===== src/rtl/core/spg_pkg.sv =====
// shared types, constants and helpers for the sigma point generator
// no dependencies
package spg_pkg;

    localparam int MAX_DIM = 5;
    localparam int FAC_DEPTH = MAX_DIM * MAX_DIM;
    localparam int FAC_AW = $clog2(FAC_DEPTH);
    localparam int MEAN_AW = $clog2(MAX_DIM);

    localparam int ACC_W = 50;
    localparam int RAD_W = 48;
    localparam int ROOT_W = 24;
    localparam int NUM_W = 63;

    typedef enum logic [1:0] {
        ACT_LOAD_MEAN = 2'd0,
        ACT_LOAD_COV  = 2'd1,
        ACT_GENERATE  = 2'd2,
        ACT_UNUSED    = 2'd3
    } action_t;

    typedef enum logic {
        REG_DIM    = 1'b0,
        REG_SPREAD = 1'b1
    } reg_index_t;

    localparam logic STATUS_OK = 1'b0;
    localparam logic STATUS_NOT_PD = 1'b1;

    // flat address of a factor entry
    function automatic logic [FAC_AW-1:0] fac_addr(input logic [2:0] row,
                                                   input logic [2:0] col);
        logic [7:0] a;
        begin
            a = 8'(row) * 8'(MAX_DIM) + 8'(col);
            return a[FAC_AW-1:0];
        end
    endfunction

    // saturate a 48-bit signed value to 32 bits
    function automatic logic signed [31:0] sat48(input logic signed [47:0] x);
        begin
            if (x > 48'sh0000_7FFF_FFFF)
                return 32'sh7FFF_FFFF;
            else if (x < -48'sh0000_8000_0000)
                return -32'sh8000_0000;
            else
                return x[31:0];
        end
    endfunction

endpackage


===== src/rtl/core/spg_sqrt.sv =====
// bit-serial integer square root, two radicand bits per cycle
// depends on spg_pkg
module spg_sqrt
    import spg_pkg::*;
(
    input  logic              clk,
    input  logic              rst_n,
    input  logic              start,
    input  logic [RAD_W-1:0]  radicand,
    output logic              done,
    output logic [ROOT_W-1:0] root
);

    logic [RAD_W-1:0]  x_reg;
    logic [ROOT_W-1:0] root_reg;
    logic [ROOT_W+2:0] rem_reg;
    logic [4:0]        cnt_reg;
    logic              busy_reg;
    logic              done_reg;

    logic [ROOT_W+2:0] rem_sh;
    logic [ROOT_W+2:0] trial;

    assign rem_sh = {rem_reg[ROOT_W:0], x_reg[RAD_W-1 -: 2]};
    assign trial = {1'b0, root_reg, 2'b01};

    always_ff @(posedge clk or negedge rst_n)
    begin
        if (!rst_n)
        begin
            busy_reg <= 1'b0;
            done_reg <= 1'b0;
            cnt_reg  <= '0;
        end
        else
        begin
            done_reg <= 1'b0;
            if (start)
            begin
                busy_reg <= 1'b1;
                cnt_reg  <= '0;
            end
            else if (busy_reg)
            begin
                cnt_reg <= cnt_reg + 5'd1;
                if (cnt_reg == 5'(ROOT_W - 1))
                begin
                    busy_reg <= 1'b0;
                    done_reg <= 1'b1;
                end
            end
        end
    end

    always_ff @(posedge clk)
    begin
        if (start)
        begin
            x_reg    <= radicand;
            root_reg <= '0;
            rem_reg  <= '0;
        end
        else if (busy_reg)
        begin
            x_reg <= {x_reg[RAD_W-3:0], 2'b00};
            if (rem_sh >= trial)
            begin
                rem_reg  <= rem_sh - trial;
                root_reg <= {root_reg[ROOT_W-2:0], 1'b1};
            end
            else
            begin
                rem_reg  <= rem_sh;
                root_reg <= {root_reg[ROOT_W-2:0], 1'b0};
            end
        end
    end

    assign done = done_reg;
    assign root = root_reg;

endmodule


===== config.mk =====
export PLATFORM = sky130hd
export DESIGN_NAME = spg_sqrt
export DESIGN_NICKNAME = d
export VERILOG_FILES = /design/src/rtl/core/spg_pkg.sv /design/src/rtl/core/spg_sqrt.sv
export SDC_FILE = /design/constraint.sdc
export NUM_CORES = 1
export LEC_CHECK = 0
export ABC_AREA = 1
export BUFFER_PORTS_ARGS = -buffer_cell sky130_fd_sc_hd__clkbuf_2
export CORE_ASPECT_RATIO = 0.9
export CORE_MARGIN = 1.5
export CORE_UTILIZATION = 45
export CTS_CLUSTER_SIZE = 12
export DETAILED_ROUTE_END_ITERATION = 8
export SLEW_MARGIN = 20
export SYNTH_ARGS = -nofsm -noshare
export SYNTH_HDL_FRONTEND = slang
export SYNTH_SLANG_ARGS = --single-unit

===== constraint.sdc =====
create_clock -name clk -period 5.9 [get_ports clk]
set_clock_uncertainty 0.1 [all_clocks]
set_input_delay 1.77 -clock clk [delete_from_list [all_inputs] [get_ports clk]]
set_output_delay 1.77 -clock clk [all_outputs]
set_load 0.02 [all_outputs]

==> impl_metrics.py <==
metrics = {
    "run_status": {
        "status": "complete, no violations",
    },
    "timing": {
        "finalCritPeriodShare_pct": 59.6,
        "drv_slew": 0,
        "slew_headroom_pct": 39.5,
        "tns_ns": 0,
        "rsz0062_at_grt": "no",
        "post-route-min-period_ns": 3.52,
        "worst_pin_slew_ns": 0.908,
        "finalHoldViolCount": 0,
        "setup-violations-final": 0,
        "max_freq_mhz": 284,
    },
    "cts": {
        "postCtsHoldBufs": 0,
        "clk_latency_ns": 0.35,
        "cts_sinks": 104,
        "cts_tree": "yes",
        "cts_setup_buffers": 0,
        "cts_buffers": 9,
        "htree_levels": 3,
        "clock_path_buffers": 2,
        "cts_resized": 0,
        "root_buffer": "clkbuf_16",
        "clk_pin_slew_ns": 0.06,
    },
    "yosys": {
        "avgSynthCellArea_um2": 7.16,
        "synth_ff_type": "dfxtp_1",
        "synth_cell_types": 42,
        "syn_area_um2": 6080,
        "synth_edf_count": 48,
        "synthTopCellsByArea": "edfxtp_1 24%, nand2_1 21%, dfxtp_1 16%",
        "ys.warnings.count": 0,
        "synthArstFlopShare_pct": 6.73,
        "yosysMostFrequentCell": "nand2_1",
        "syn-num-nets": 927,
        "synth.top_cell.area_share_pct": 23.7,
        "yosysTopAreaCell": "edfxtp_1",
        "synth_cells": 849,
        "synthTopCellsByCount": "348 x nand2_1, 116 x inv_1, 49 x dfxtp_1, 49 x nor2_1, 48 x edfxtp_1",
        "ys_seq_area_share_pct": 42.7,
        "ys_ff_latch": 104,
    },
    "cells_and_area": {
        "final_cells": 1086,
        "n_antenna_cell": 0,
        "area_growth_pct": 12.5,
        "largest_reg_flops": 48,
        "nFillCells": 1342,
        "drive_gt1_share_pct": 13.7,
        "nNetsFinal": 991,
    },
    "placed_design": {
        "io_buffers": 75,
        "dp.cells": 1070,
        "place.gp.congestion": 0.929,
        "hpwlAfterDp_mm": 11.0,
    },
    "worst_setup_path": {
        "crit_path_start": "start",
        "slowest_stage": "nor2_2",
        "worstSetupEndpointType": "register",
        "max_stage_delay_ns": 0.52,
        "cp_max_fo": 63,
        "required_ns": 6.09,
        "cp_top_family": "buffers and inverters",
        "crit_path_cell_trace": "clkbuf_2 -> buf_4 -> nor2_2 -> inv_1 -> buf_4 -> o21bai_2 -> inv_1 -> nand2_1 -> nand2_1",
        "worstPathArrival_ns": 3.71,
        "critical_path_buf_inv_count": 5,
        "reg2reg_from": "busy_reg",
        "startpoint_type": "input pin",
        "critPathKind": "in -> reg",
    },
    "run": {
        "maxCapViolCount": 0,
    },
    "global_route": {
        "gr-total-overflow": 0,
        "grt_max_degree": 64,
        "grt_pass1_vias": 5103,
        "antenna_found_initial": 0,
        "grt_use_total_pct": 21.6,
        "grt_pass1_wl_mm": 24.7,
    },
    "routing": {
        "viasPerCell": 4.93,
        "drtIter0Drc": 286,
        "vias": 5354,
        "wire_per_inst_um": 13.5,
        "wl_mm": 14.6,
        "dr.pass1.iters": 5,
        "drtAntennaViolNets": 0,
        "drc_errors": 0,
    },
    "power": {
        "p_leak_nw": 3.65,
        "p_per_area_nw_per_um2": 490,
        "ir_drop_v": 0.000227,
        "power_mw": 3.35,
    },
    "floorplanning": {
        "ios": 76,
        "die_x_um": 126,
        "die_height_um": 113,
        "start_util_pct": 45.9,
        "dieArea_um2": 14200,
        "core_area_um2": 13300,
        "rows": 40,
    },
    "hold_path": {
        "hp-start": "rem_reg[23]",
        "hold_class": "reg -> reg",
    },
}
placed cells by master (no fill, tap or decap), types with 2 or more instances in the layout:
master     Yosys  routed
nand2_1      348     348
inv_1        116     116
clkbuf_2       1      75
nor2_1        49      49
dfxtp_1       49      49
edfxtp_1      48      48
nand3_1       45      45
a21oi_1       30      30
ha_1          27      27
o22ai_1       23      23
inv_2          9       9
nand4_1        9       9
clkbuf_16      0       9
o21ai_0        7       7
nor3_1         7       7
dfrtp_1        7       7
o21bai_2       6       6
nand2_2        5       5
buf_4          0       4
nor2_2         3       3
a21oi_2        3       3
a31oi_1        3       3
xor2_1         3       3
xnor2_1        3       3
o21ai_1        3       3
a21boi_1       3       3
clkinv_2       0       2
nor2_4         2       2
nand3_2        2       2
o21bai_1       2       2
or2_1          2       2
clkbuf_1      15       2
inv_6          0       2
layout make-up:
class,count,area [um2],area share [%]
repair buffers,79,405,5.92
multi-input cells,593,2880,42.0
clock buffers,12,246,3.60
inverters,126,474,6.93
clock inverters,4,33.8,0.494
flip-flops and latches,104,2600,37.9
well taps,168,210,3.07
metrics by stage:
| stage | util (%) | worst slack [ns] | hold slack, ns | cell area [um2] |
|---|---|---|---|---|
| final | 51.6 | 2.38 | 0.365 | 6850 |
| after global routing | 51.6 | 2.21 | 0.402 | 6850 |
| after CTS | 51.6 | 2.38 | 0.365 | 6840 |
| after detailed placement | 49.5 | 2.00 | 0.356 | 6560 |
| after global placement | 49.5 | 2.05 | 0.357 | 6560 |
| after floorplan | - | 1.67 | 0.330 | 6080 |
metal layers:
layer,routed length (um),vias to the layer above,GRT usage (%)
met5,0,-,0
met3,1010,14,6.05
met4,157,0,5.30
met2,6270,140,33.6
met1,7180,2387,29.8
li1,-,2813,-
power breakdown:
| group | internal [mW] | switching (mW) |
|---|---|---|
| combinational | 0.621 | 1.21 |
| sequential | 0.867 | 0.0754 |
| clock | 0.304 | 0.278 |
worst register-to-register path: stages (launching register included):
cell,delay [ns]
dfrtp_1,0.94
inv_1,0.51
nor2_2,0.56
inv_1,0.35
buf_4,0.30
o21bai_2,0.20
inv_1,0.05
nand2_1,0.04
nand2_1,0.06
cell families after synthesis:
family                     count (synthesis)  share of synthesized area [%]
buffers and inverters                    152                           9.98
adders and majority gates                 27                           5.55
DFF                                      104                           42.7
and+or+nand+nor                          477                           32.4
AOI/OAI and AO/OA                         83                           8.52
xor gates and xnor gates                   6                          0.864
final timing paths:
path	end	slack [ns]	cells past startpoint
max	rem_reg[22]	2.38	9
min	rem_reg[23]	0.37	2
max reg2reg	rem_reg[22]	2.73	8
min reg2reg	rem_reg[23]	0.37	2
max in group asynchronous	cnt_reg[1]	4.39	1
min in group asynchronous	cnt_reg[2]	1.14	1
Note: power is estimated with default switching activity, not from simulation.
