`config.mk`:
```
export PLATFORM = sky130hd
export DESIGN_NAME = spg_div
export DESIGN_NICKNAME = d
export VERILOG_FILES = /design/src/rtl/core/spg_pkg.sv /design/src/rtl/core/spg_div.sv
export SDC_FILE = /design/constraint.sdc
export NUM_CORES = 1
export LEC_CHECK = 0
export BUFFER_PORTS_ARGS = -buffer_cell sky130_fd_sc_hd__buf_2
export CORE_MARGIN = 2
export CORE_UTILIZATION = 45
export DETAILED_ROUTE_END_ITERATION = 6
export GPL_TIMING_DRIVEN = 1
export MAX_ROUTING_LAYER = met4
export PLACE_DENSITY_LB_ADDON = 0.12
export RECOVER_POWER = 100
export SLEW_MARGIN = 20
export SYNTH_ARGS = -nofsm -noshare
export SYNTH_HDL_FRONTEND = slang
export SYNTH_SLANG_ARGS = --single-unit
```
`constraint.sdc`:
```
create_clock -name clk -period 3.1 [get_ports clk]
set_clock_uncertainty 0.05 [all_clocks]
set_input_delay 0 -clock clk [delete_from_list [all_inputs] [get_ports clk]]
set_output_delay 0 -clock clk [all_outputs]
set_load 0.01 [all_outputs]
```
`src/rtl/core/spg_pkg.sv`:
```
// shared types, constants and helpers for the sigma point generator
// no dependencies
package spg_pkg;

    localparam int MAX_DIM = 5;
    localparam int FAC_DEPTH = MAX_DIM * MAX_DIM;
    localparam int FAC_AW = $clog2(FAC_DEPTH);
    localparam int MEAN_AW = $clog2(MAX_DIM);

    localparam int ACC_W = 50;
    localparam int RAD_W = 48;
    localparam int ROOT_W = 24;
    localparam int NUM_W = 63;

    typedef enum logic [1:0] {
        ACT_LOAD_MEAN = 2'd0,
        ACT_LOAD_COV  = 2'd1,
        ACT_GENERATE  = 2'd2,
        ACT_UNUSED    = 2'd3
    } action_t;

    typedef enum logic {
        REG_DIM    = 1'b0,
        REG_SPREAD = 1'b1
    } reg_index_t;

    localparam logic STATUS_OK = 1'b0;
    localparam logic STATUS_NOT_PD = 1'b1;

    // flat address of a factor entry
    function automatic logic [FAC_AW-1:0] fac_addr(input logic [2:0] row,
                                                   input logic [2:0] col);
        logic [7:0] a;
        begin
            a = 8'(row) * 8'(MAX_DIM) + 8'(col);
            return a[FAC_AW-1:0];
        end
    endfunction

    // saturate a 48-bit signed value to 32 bits
    function automatic logic signed [31:0] sat48(input logic signed [47:0] x);
        begin
            if (x > 48'sh0000_7FFF_FFFF)
                return 32'sh7FFF_FFFF;
            else if (x < -48'sh0000_8000_0000)
                return -32'sh8000_0000;
            else
                return x[31:0];
        end
    endfunction

endpackage

```
`src/rtl/core/spg_div.sv`:
```
// restoring divider, one quotient bit per cycle, signed result saturated to 32 bits
// depends on spg_pkg
module spg_div
    import spg_pkg::*;
(
    input  logic               clk,
    input  logic               rst_n,
    input  logic               start,
    input  logic [NUM_W-1:0]   dividend,
    input  logic               negative,
    input  logic [ROOT_W-1:0]  divisor,
    output logic               done,
    output logic signed [31:0] quotient
);

    logic [NUM_W-1:0]  n_reg;
    logic [NUM_W-1:0]  q_reg;
    logic [ROOT_W:0]   rem_reg;
    logic [ROOT_W-1:0] d_reg;
    logic              neg_reg;
    logic [5:0]        cnt_reg;
    logic              busy_reg;
    logic              done_reg;

    logic [ROOT_W:0]   rem_sh;

    assign rem_sh = {rem_reg[ROOT_W-1:0], n_reg[NUM_W-1]};

    always_ff @(posedge clk or negedge rst_n)
    begin
        if (!rst_n)
        begin
            busy_reg <= 1'b0;
            done_reg <= 1'b0;
            cnt_reg  <= '0;
        end
        else
        begin
            done_reg <= 1'b0;
            if (start)
            begin
                busy_reg <= 1'b1;
                cnt_reg  <= '0;
            end
            else if (busy_reg)
            begin
                cnt_reg <= cnt_reg + 6'd1;
                if (cnt_reg == 6'(NUM_W - 1))
                begin
                    busy_reg <= 1'b0;
                    done_reg <= 1'b1;
                end
            end
        end
    end

    always_ff @(posedge clk)
    begin
        if (start)
        begin
            n_reg   <= dividend;
            q_reg   <= '0;
            rem_reg <= '0;
            d_reg   <= divisor;
            neg_reg <= negative;
        end
        else if (busy_reg)
        begin
            n_reg <= {n_reg[NUM_W-2:0], 1'b0};
            if (rem_sh >= {1'b0, d_reg})
            begin
                rem_reg <= rem_sh - {1'b0, d_reg};
                q_reg   <= {q_reg[NUM_W-2:0], 1'b1};
            end
            else
            begin
                rem_reg <= rem_sh;
                q_reg   <= {q_reg[NUM_W-2:0], 1'b0};
            end
        end
    end

    // truncation toward zero: magnitude divided, sign applied after
    always_comb
    begin
        if (neg_reg)
        begin
            if (q_reg > 63'h8000_0000)
                quotient = -32'sh8000_0000;
            else
                quotient = 32'(-q_reg[31:0]);
        end
        else
        begin
            if (q_reg > 63'h7FFF_FFFF)
                quotient = 32'sh7FFF_FFFF;
            else
                quotient = q_reg[31:0];
        end
    end

    assign done = done_reg;

endmodule

```
==> impl_metrics.py <==
metrics = {
    "hold_path": {
        "min_path_type": "primary input to flip-flop",
    },
    "routing": {
        "routed_wl_um": 21900,
        "vias": 7754,
        "vias_per_cell": 5.25,
        "drc": 0,
        "ant_nets": 0,
        "first_pass_iters": 5,
        "drt-initial-drc-count": 355,
        "wl_per_cell_um": 14.9,
    },
    "grt": {
        "grt_usage_pct": 20.3,
        "grt.overflow.total": 0,
        "grt_pass1_wl_um": 36100,
        "grt_pass1_vias": 7457,
        "antenna_found_initial": 0,
        "grt_start_max_net_pins": 80,
    },
    "synthesis": {
        "synth_top_flop_cell": "edfxtp_1",
        "synthesis.area_um2": 9650,
        "yosysSeqAreaShare_pct": 47.5,
        "synth_top_family_by_area": "simple AND/OR/NAND/NOR gates",
        "synth_xor_area_share_pct": 1.63,
        "synthCells": 967,
        "synth.area.mux_share_pct": 15.0,
        "yosys.area_share.simple_pct": 16.0,
        "syn_area_per_cell_um2": 9.98,
        "yosysWarnings": 0,
        "synth_cell_types": 68,
        "synth_adder_area_share_pct": 3.84,
        "synthDominantCellAreaShare_pct": 27.4,
        "syn_nets": 1087,
        "synth_top_area_cell": "edfxtp_1",
        "synth.area.top_cells": "edfxtp_1 27%, dfxtp_1 18%, mux2i_1 7.6%",
        "ys_ff_latch": 183,
        "synth_edf_count": 88,
        "synth_compound_area_share_pct": 11.7,
        "synthArstFlopShare_pct": 4.37,
    },
    "floorplanning": {
        "start_util_pct": 45.9,
        "num_rows": 53,
        "die_y_um": 150,
        "io_pins": 124,
        "core_um2": 21000,
        "fp.dieW_um": 150,
        "die_area_um2": 22600,
    },
    "timing": {
        "maxSlewHeadroom_pct": -11.6,
        "tns_ns": -0.261,
        "hold_viol_final": 0,
        "min_period_ns": 3.18,
        "final.setup.worst_slack_ns": -0.0830,
        "setup_viol": 7,
        "max_freq_ghz": 0.314,
        "drv_slew": 70,
        "fin_crit_sh_pct": 103,
        "rsz0062_at_grt": "true",
        "worst_slew_pin_slew_ns": 1.67,
    },
    "clock_network": {
        "cts_tree": "done",
        "htreeDepth": 4,
        "numCtsBuffers": 17,
        "numClockSinks": 183,
        "cts_buffer_depth": 2,
        "clock_latency_ns": 0.43,
        "clkTransAtPathRegs_ns": 0.07,
        "cts-root-buf": "clkbuf_16",
    },
    "outcome": {
        "status": "finished with violations",
        "failed_checks": "max-capacitance violations, max-slew violations, negative setup slack",
    },
    "pwr": {
        "p_comb_share_pct": 11.4,
        "power_switching_mw": 1.38,
        "cellPowerDensity_nw_per_um2": 440,
        "p_clk_share_pct": 38.8,
        "ir_drop_uv": 405,
        "power_leakage_nw": 5.73,
        "switching_share_pct": 25.3,
        "seqPwrFrac_pct": 49.8,
        "power.internal_mw": 4.07,
    },
    "placement": {
        "dp.cells": 1338,
        "gp_congestion": 0.873,
        "port-buffer-count": 123,
        "place_hpwl_um": 14100,
        "dp_worst_setup_slack_ns": 0.126,
    },
    "finish": {
        "fin_cells": 1476,
        "nNetsFinal": 1308,
        "diodes": 0,
        "area_growth_pct": 28.3,
        "drive_gt1_share_pct": 25.6,
    },
    "worst_setup_path": {
        "path_max_fanout": 3,
        "critPathKind": "flip-flop to primary output",
        "crit_path_end_kind": "primary output",
        "startpoint_type": "flip-flop",
        "critPathArrivalTime_ns": 3.13,
        "critPathRequiredTime_ns": 3.05,
    },
    "run": {
        "cap_violations": 1,
    },
}
## worst paths after layout
check,startpoint,endpoint,slack [ns],cells past startpoint
max in group asynchronous,rst_n,busy_reg$_DFF_PN0_,2.18,3
setup reg to reg,d_reg[15]$_DFFE_PP_,rem_reg[11]$_SDFFE_PP0P_,0.15,9
hold / removal,divisor[3],d_reg[3]$_DFFE_PP_,0.22,2
min in group asynchronous,rst_n,cnt_reg[3]$_DFFE_PN0P_,0.51,3
setup / recovery,q_reg[8]$_SDFFE_PP0P_,quotient[31],-0.08,9
hold reg to reg,q_reg[62]$_SDFFE_PP0P_,q_reg[62]$_SDFFE_PP0P_,0.45,2
## metal layers
| layer | vias up | track usage, % | part of all wire (%) |
|---|---|---|---|
| met1 | 3602 | 28.1 | 49 |
| met4 | 0 | 5.38 | 1.2 |
| met2 | 183 | 30.9 | 45 |
| met3 | 21 | 3.73 | 4.6 |
| met5 | - | - | 0 |
| li1 | 3948 | - | - |
## cell usage after synthesis, types with 12 or more instances
cell,count
nor3_1,15
nand4_1,20
a21oi_1,76
xor2_1,12
inv_1,43
mux2i_1,73
a211oi_1,22
dfxtp_1,87
clkbuf_1,43
nand2_1,65
o21ai_0,26
ha_1,28
nand3_1,15
edfxtp_1,88
mux2_2,64
nor2_1,121
## metrics by stage
| step | hold slack, ns | total power [mW] | area, µm² | utilization (%) |
|---|---|---|---|---|
| 2_1_floorplan | -0.346 | 3.10 | 9650 | - |
| 3_3_place_gp | -0.195 | 3.28 | 10700 | 50.7 |
| 3_5_place_dp | -0.195 | 3.29 | 10700 | 50.7 |
| 4_1_cts | 0.0126 | 5.50 | 12300 | 58.7 |
| 5_1_grt | 0.201 | 5.68 | 12400 | 58.9 |
| 6_report | 0.220 | 5.45 | 12400 | 58.9 |
## layout make-up
| type | instances | area, µm² |
|---|---|---|
| flip-flops and latches | 183 | 4590 |
| inverters | 43 | 161 |
| clock inverters | 13 | 133 |
| clock buffers | 19 | 433 |
| multi-input cells | 681 | 4820 |
| fillers | 1824 | 8640 |
| repair buffers | 262 | 1900 |
| well taps | 275 | 344 |
## power by group through the flow
| stage | combinational [mW] | sequential [mW] | clock (mW) |
|---|---|---|---|
| 3_3_place_gp | 0.513 | 2.77 | 0 |
| 5_1_grt | 0.688 | 2.73 | 2.26 |
| 2_1_floorplan | 0.355 | 2.75 | 0 |
| 3_5_place_dp | 0.519 | 2.77 | 0 |
| 6_report | 0.622 | 2.72 | 2.12 |
| 4_1_cts | 0.617 | 2.72 | 2.16 |
## logic make-up after synthesis
family	Yosys count
AO/OA/AOI/OAI	180
XOR/XNOR	18
adder cells (fa/ha/maj)	29
buffers and inverters	103
flip-flops	183
multiplexers	137
AND/OR/NAND/NOR	317
## critical path: stages (launching register included)
cell       delay [ns]
dfxtp_2          0.32
or4_4            0.54
and4bb_2         0.37
nand3_4          0.10
nand4bb_4        0.23
or3_4            0.36
nor2_4           0.09
mux2_4           0.29
o31a_1           0.26
buf_2            0.14
## placed cells by master, fill, tap and decap left out, types with 4 or more instances in the layout
| master | n |
|---|---|
| a31oi_1 | 7 |
| dfrtp_1 | 7 |
| a21oi_2 | 4 |
| a21oi_1 | 72 |
| or2_2 | 10 |
| o21ai_1 | 5 |
| nor4_1 | 10 |
| xor2_1 | 12 |
| buf_2 | 118 |
| mux2i_1 | 73 |
| a311oi_1 | 4 |
| nor3_1 | 14 |
| xnor2_1 | 6 |
| clkbuf_1 | 8 |
| clkbuf_2 | 5 |
| a21o_1 | 8 |
| o21ai_0 | 21 |
| clkbuf_4 | 5 |
| o21a_1 | 4 |
| and2_1 | 4 |
| clkbuf_16 | 17 |
| dlygate4sd3_1 | 90 |
| buf_4 | 35 |
| nand3_1 | 14 |
| nand4_1 | 20 |
| ha_1 | 26 |
| or3_1 | 11 |
| a211oi_1 | 21 |
| mux2_2 | 62 |
| edfxtp_1 | 88 |
| inv_8 | 6 |
| nand2b_1 | 7 |
| inv_1 | 41 |
| or4_1 | 6 |
| nand2_1 | 65 |
| nor2b_1 | 7 |
| dfxtp_1 | 84 |
| nor2_1 | 118 |
## what timing repair did
| item | CTS | global route |
|---|---|---|
| pin swaps | 14 | 5 |
| endpoints found under the hold margin | 96 | 0 |
| hold buffers | 90 | 0 |
| resized for setup | 34 | 10 |
| endpoints found under the setup margin | 31 | 46 |
| buffers inserted | 10 | 7 |
Power figures use the tool's default switching activity.
